File: config.mk
export PLATFORM = sky130hd
export DESIGN_NAME = aarm_cordic_cell
export DESIGN_NICKNAME = d
export VERILOG_FILES = /design/src/rtl/core/aarm_pkg.sv /design/src/rtl/core/aarm_cordic_cell.sv
export SDC_FILE = /design/constraint.sdc
export NUM_CORES = 1
export LEC_CHECK = 0
export BUFFER_PORTS_ARGS = -buffer_cell sky130_fd_sc_hd__buf_2
export CAP_MARGIN = 20
export CORE_MARGIN = 2
export CORE_UTILIZATION = 35
export CTS_BUF_LIST = sky130_fd_sc_hd__clkbuf_4
export CTS_CLUSTER_SIZE = 28
export DETAILED_ROUTE_END_ITERATION = 8
export GPL_TIMING_DRIVEN = 0
export PLACE_DENSITY = 0.63
export SYNTH_ARGS = -nofsm -noshare
export SYNTH_HDL_FRONTEND = slang
export SYNTH_SLANG_ARGS = --single-unit
File: constraint.sdc
create_clock -name clk_i -period 5.64 [get_ports clk_i]
set_input_delay 0.564 -clock clk_i [delete_from_list [all_inputs] [get_ports clk_i]]
set_output_delay 0.564 -clock clk_i [all_outputs]
set_load 0.02 [all_outputs]
File: src/rtl/core/aarm_pkg.sv
// Shared types, widths and constants of the axis-angle rotation matrix block.
// Used by the channel interfaces and every module of the block; no dependencies.
`default_nettype none

package aarm_pkg;

  // Pipeline depth of the CORDIC row and output fraction bits
  localparam int unsigned CORDIC_STAGES = 16;
  localparam int unsigned FRAC_BITS     = 14;

  // Field widths
  localparam int unsigned ANGLE_W = 16;
  localparam int unsigned AXIS_W  = 16;
  localparam int unsigned ENTRY_W = 18;
  localparam int unsigned MAT_N   = 9;
  localparam int unsigned AXIS_N  = 3;

  // Internal widths: raw Q30 angle, CORDIC words, products, Q58 sums
  localparam int unsigned RAW_W  = 35;
  localparam int unsigned CS_W   = 32;
  localparam int unsigned U_W    = CS_W + 1;
  localparam int unsigned AA_W   = 2 * AXIS_W;
  localparam int unsigned SA_W   = CS_W + AXIS_W;
  localparam int unsigned PROD_W = U_W + AA_W;
  localparam int unsigned ACC_W  = 64;

  // Fixed-point alignment: Q3.12 -> Q30, Q30 -> Q58, Q30*Q14 -> Q58
  localparam int unsigned ANG_SHIFT = 30 - 12;
  localparam int unsigned CQ_SHIFT  = 58 - 30;
  localparam int unsigned SQ_SHIFT  = 58 - 30 - 14;
  localparam int unsigned RND_SHIFT = 58 - FRAC_BITS;

  localparam int unsigned ATAN_LEN = 24;
  localparam int unsigned STAGE_W  = $clog2(ATAN_LEN);

  localparam logic signed [RAW_W-1:0] PI_Q30      = 35'sd3373259426;
  localparam logic signed [RAW_W-1:0] HALF_PI_Q30 = 35'sd1686629713;
  localparam logic signed [RAW_W-1:0] TWO_PI_Q30  = 35'sd6746518852;
  localparam logic signed [CS_W-1:0]  GAIN_Q30    = 32'sd652032874;
  localparam logic signed [U_W-1:0]   ONE_Q30     = 33'sd1073741824;

  localparam logic signed [ACC_W-1:0] RND_Q58   = 64'sd1 <<< (RND_SHIFT - 1);
  localparam logic signed [ACC_W-1:0] ENTRY_MAX = (64'sd1 <<< (ENTRY_W - 1)) - 64'sd1;
  localparam logic signed [ACC_W-1:0] ENTRY_MIN = -(64'sd1 <<< (ENTRY_W - 1));

  typedef logic signed [ENTRY_W-1:0] entry_t;

  // One input item as it enters the pipeline
  typedef struct packed {
    logic signed [ANGLE_W-1:0] angle;
    logic signed [AXIS_W-1:0]  ax;
    logic signed [AXIS_W-1:0]  ay;
    logic signed [AXIS_W-1:0]  az;
    logic                      transposed;
  } in_t;

  // Word handed from cell to cell along the CORDIC row
  typedef struct packed {
    logic signed [CS_W-1:0]   x;
    logic signed [CS_W-1:0]   y;
    logic signed [CS_W-1:0]   z;
    logic                     neg;
    logic signed [AXIS_W-1:0] ax;
    logic signed [AXIS_W-1:0] ay;
    logic signed [AXIS_W-1:0] az;
    logic                     transposed;
  } cord_t;

  // atan(2^-i) in Q30, truncated
  function automatic logic signed [CS_W-1:0] atan_q30(input logic [STAGE_W-1:0] idx);
    logic signed [CS_W-1:0] val;
    unique case (idx)
      5'd0:    val = 32'sh3243F6A8;
      5'd1:    val = 32'sh1DAC6705;
      5'd2:    val = 32'sh0FADBAFC;
      5'd3:    val = 32'sh07F56EA6;
      5'd4:    val = 32'sh03FEAB76;
      5'd5:    val = 32'sh01FFD55B;
      5'd6:    val = 32'sh00FFFAAA;
      5'd7:    val = 32'sh007FFF55;
      5'd8:    val = 32'sh003FFFEA;
      5'd9:    val = 32'sh001FFFFD;
      5'd10:   val = 32'sh000FFFFF;
      5'd11:   val = 32'sh0007FFFF;
      5'd12:   val = 32'sh0003FFFF;
      5'd13:   val = 32'sh0001FFFF;
      5'd14:   val = 32'sh0000FFFF;
      5'd15:   val = 32'sh00007FFF;
      5'd16:   val = 32'sh00003FFF;
      5'd17:   val = 32'sh00001FFF;
      5'd18:   val = 32'sh00000FFF;
      5'd19:   val = 32'sh000007FF;
      5'd20:   val = 32'sh000003FF;
      5'd21:   val = 32'sh000001FF;
      5'd22:   val = 32'sh000000FF;
      5'd23:   val = 32'sh0000007F;
      default: val = '0;
    endcase
    return val;
  endfunction

endpackage

`default_nettype wire

File: src/rtl/core/aarm_cordic_cell.sv
// One rotation cell of the CORDIC row: a single micro-rotation by atan(2^-i)
// with its own register and handshake. Depends on aarm_pkg.
`default_nettype none

module aarm_cordic_cell (
  input  logic                         clk_i,
  input  logic                         rst_ni,
  input  logic [aarm_pkg::STAGE_W-1:0] stage_i,
  input  logic                         valid_i,
  input  aarm_pkg::cord_t              data_i,
  output logic                         ready_o,
  output logic                         valid_o,
  output aarm_pkg::cord_t              data_o,
  input  logic                         ready_i
);

  logic            vld_q;
  aarm_pkg::cord_t data_d, data_q;

  assign ready_o = !vld_q || ready_i;
  assign valid_o = vld_q;
  assign data_o  = data_q;

  always_comb begin
    logic signed [aarm_pkg::CS_W-1:0] xv, yv, zv, dx, dy, rot;
    xv     = data_i.x;
    yv     = data_i.y;
    zv     = data_i.z;
    dx     = yv >>> stage_i;
    dy     = xv >>> stage_i;
    rot    = aarm_pkg::atan_q30(stage_i);
    data_d = data_i;
    if (zv >= 0) begin
      data_d.x = xv - dx;
      data_d.y = yv + dy;
      data_d.z = zv - rot;
    end else begin
      data_d.x = xv + dx;
      data_d.y = yv - dy;
      data_d.z = zv + rot;
    end
  end

  always_ff @(posedge clk_i or negedge rst_ni) begin
    if (!rst_ni) begin
      vld_q <= 1'b0;
    end else if (ready_o) begin
      vld_q <= valid_i;
    end
  end

  always_ff @(posedge clk_i) begin
    if (ready_o && valid_i) begin
      data_q <= data_d;
    end
  end

endmodule

`default_nettype wire

; ---- After elaboration in Yosys (flattened, before gate mapping)
; Memory sizes are Yosys's and may differ from the RTL's.
; Cells that the tools add are included.
; Widths: inputs -> output; s select.
[word_totals]
reg_bits = 147
memories = 1
romBits = 960
[memory_table]
columns = name, words, word_bits, rd, rd_clocked_by_memory_dff, wr, line
row1 = (name not given), 32, 30, 1, 0, 0, aarm_pkg.sv:72  ; unique case (idx)
[classes]
mux = 1
add_sub_neg = 6
shifts = 2
magnitude_cmp = 1
n_reduce_logical = 3
[op_table]
columns = operator, count
row1 = $add 32x32->32, 3
row2 = $mux 96, 1
row3 = $sub 32x32->32, 3
row4 = $sshr 32x5->32, 2
row5 = $ge 32x1->1 const B, 1
row6 = $logic_and 1x1->1, 1
row7 = $logic_not 1->1, 1
row8 = $logic_or 1x1->1, 1

; ---- Longest topological paths before layout
[depth]
word_depth = 3
mapped_depth = 26
depth_no_buf = 22

; ---- Least setup slack after synthesis
; OpenSTA, ideal clock, no wires.
[synth_timing]
kind = input to register
from = input stage_i[1] (netlist bit)
to = register data_q, in the netlist data_o[79] (data pin)
setup_time_ns = 0.263
t_arrival_ns = 5.440
path_slack_ns = -0.063
cell_stages = 23
cell_sequence = buf_2 -> inv_1 -> buf_2 -> clkbuf_1 -> ha_1 -> a21oi_1 -> o221a_2 -> inv_1 -> ha_1 -> nand2_1 -> or4_1 -> o21ai_0 -> buf_2 -> xor2_1 -> ha_1 -> a21o_1 -> a21o_1 -> a311oi_1 -> o21bai_1 -> or2_2 -> a2111oi_0 -> nor2_1 -> xor2_1
[synth_rtl]
columns = item, line
row1 = from (decl), aarm_cordic_cell.sv:8  ; input logic [aarm_pkg::STAGE_W-1:0] stage_i,
row2 = to (signal assigned), aarm_cordic_cell.sv:54  ; data_q <= data_d;
row3 = to (decl), aarm_cordic_cell.sv:18  ; aarm_pkg::cord_t data_d, data_q;

==> impl_metrics.ini <==
[sta]
hold-worst-slack_ns = 0.0567
max_clock_freq_ghz = 0.178
rsz0062_at_grt = yes
layout_min_cycle_time_ns = 5.63
hold_viol = 0
fin_ws_ns = 0.0116
relSlewSlack = 0.239
fin_crit_sh = 0.998
fin_skew_ns = 0.0272
setup-tns-final_ns = 0
worstMarginPinSlew_ns = 1.14
slew_violations = 0
setup_viol = 0

[final_layout]
area_growth_pct = 22.7
finish.instance_area_sq_um = 19800
nets = 2344
fin_cells = 2690
utilization = 0.436
drive_gt1_frac = 0.298
fillers = 4586

[clocking]
clk_pin_slew_ns = 0.18
root_buffer = clkbuf_4
numCtsBuffers = 17
clkLatencyLatePin_ns = 0.70
cts_tree = done
clock_sinks = 147
cts_max_path_buffers = 2
h-tree-depth = 4

[drt]
ant_nets = 0
drc = 0
vias = 16195
drt-pass1-iter-count = 6
first_iter_violations = 1468
finalWirelength_um = 72600
viasPerCell = 6.02
avgRoutedWirePerCell_um = 27.0

[logic_synthesis]
synth_edf_count = 146
synth_area_per_cell_sq_um = 9.49
syn_area_sq_um = 16100
synth_cell_type_count = 98
synth_seq_cells = 147
synthTopCellsByArea = edfxtp_1 (27%), mux4_2 (9.9%), ha_1 (8.6%), xnor2_1 (5.3%), mux2i_1 (4.0%)
syn_nets = 1970
syn_inst = 1701
yosys_warnings = 0
yosys.area.top_type = edfxtp_1
asyncSetResetFlopFracSynth = 0.00680
synth_ff_type = edfxtp_1
yosysTopAreaCellShare = 0.272
seq_area_frac_synth = 0.273

[setup_path]
path_class = primary input to flip-flop
worstReg2RegEnd = data_o[130]
r2r_cells = 3
r2r_start = valid_o
start_kind = primary input
r2r_setup_slack_ns = 4.06
worst_setup_path_end_kind = flip-flop
arrival_ns = 6.10
cp.required_ns = 6.11
crit_fanout = 10

[global_route]
grt_pass1_wl_um = 104000
grt_pass1_vias = 15559
grt_overflow = 0
grt_antenna_before_repair = 2
grt_util_all_layers = 0.298
grt_max_degree = 74

[pwr]
powerDensity_nw_per_um2 = 243
finalPower_mw = 4.83
power.internal_mw = 2.70
peakVddDrop_v = 0.000143
seqPwrFrac = 0.307
share_comb_of_total_power = 0.547
switching_share = 0.441
total_leakage_power_nw = 7.98
p_switching_mw = 2.13
p_clk_frac = 0.146

[status]
status = completed

[placement]
place_congestion = 1.03
port_buffers = 298
placed_area_sq_um = 18500
pre_cts_slack_ns = -2.08
placed_cells = 2602
dp_hpwl_um = 56000

[die]
row_count = 78
die_h_um = 219
ios = 303
dieWidth_um = 219
fp.coreArea_sq_um = 45500
initial_core_util = 0.355
dieArea_sq_um = 47900

[worst_hold_path]
hold_class = primary input to flip-flop
hold_start = data_i[32]
min_path_cells = 1
min_to = data_o[32]

[run]
maxCapViolations = 0
-- layer usage --
layer	up-vias	wire, um	global-route usage
li1	7258	-	-
met1	7884	30100	0.399
met2	898	32900	0.474
met3	155	6280	0.0578
met4	0	3280	0.120
met5	-	0	0
-- cell usage after synthesis (24+ instances only) --
cell type,instances
nor2_1,143
clkbuf_1,44
nand3_1,30
mux2i_1,65
a21o_1,37
edfxtp_1,146
xor2_1,58
inv_1,45
o21ai_0,99
a211oi_1,26
nor3_1,30
mux2_2,27
nand2_1,137
ha_1,111
a21oi_1,124
mux4_2,71
xnor2_1,98
buf_2,24
o21a_1,24
-- power groups by stage --
| stage | Clock (mW) | Combinational (mW) | Sequential [mW] |
|---|---|---|---|
| 3_3_place_gp | 0 | 2.43 | 1.52 |
| 4_1_cts | 0.728 | 2.53 | 1.49 |
| 6_report | 0.703 | 2.64 | 1.48 |
| 2_1_floorplan | 0 | 1.50 | 1.72 |
| 3_5_place_dp | 0 | 2.45 | 1.51 |
| 5_1_grt | 0.775 | 2.86 | 1.50 |
-- logic make-up after synthesis --
logic type                 share of synthesized area
AOI/OAI and AO/OA                              0.212
xor gates and xnor gates                      0.0860
adders and majority gates                     0.0897
buffers and inverters                         0.0408
DFF                                            0.273
muxes                                          0.160
and+or+nand+nor                                0.139
-- worst max-delay path: stages --
cell	delay, ns
clkbuf_2	0.25
inv_2	0.38
clkdlybuf4s15_2	0.57
clkbuf_1	0.77
clkbuf_1	0.57
a21boi_0	0.31
xor2_1	0.24
ha_1	0.37
a211oi_2	0.26
nand2_1	0.14
a2111oi_2	0.40
nor2_2	0.13
a221oi_4	0.30
o21ai_2	0.11
a31o_2	0.26
o41a_1	0.32
xor2_1	0.16
-- worst max path at each step --
stage	start	endpoint	slack (ns)
after global routing	stage_i[0]	data_o[110]	-0.04
after global placement	stage_i[4]	data_o[113]	-2.16
final	stage_i[4]	data_o[110]	0.01
after floorplan	stage_i[0]	data_o[110]	0.006
after detailed placement	stage_i[4]	data_o[113]	-2.08
after CTS	stage_i[0]	data_o[145]	0.003
-- sequential cells by signal, indices dropped and copies added, names as in the netlist --
signal	flops
valid_o	1
data_o	146
-- final cells by class --
class | instances | area, sq um | area share
sequential | 147 | 4410 | 0.222
clock inverter | 15 | 165 | 0.00833
tap | 600 | 751 | 0.0379
inverter | 50 | 193 | 0.00972
buffer | 89 | 628 | 0.0317
timing repair buffer | 360 | 2080 | 0.105
clock buffer | 17 | 128 | 0.00644
multi-input combinational | 1410 | 11500 | 0.578
antenna | 2 | 5.00 | 0.000253
-- timing repair --
item                       in CTS  in global routing
buffers inserted               11                 13
hold endpoints to repair       18                 17
pin swaps                      14                 19
resized for setup              84                 82
setup endpoints to repair      53                 27
hold buffers                   18                 17
-- cells in the final DEF (no fill, tap or decap), types with 35 or more instances in the layout --
cell           netlist  routed
a21o_1              37      37
a21oi_1            124     122
buf_2               24     308
dlygate4sd3_1        0      35
edfxtp_1           146     146
ha_1               111     107
inv_1               45      44
mux2i_1             65      57
mux4_2              71      71
nand2_1            137     136
nor2_1             143     140
o21ai_0             99      91
xnor2_1             98      98
xor2_1              58      58
Note: power is estimated with default switching activity, not from simulation.
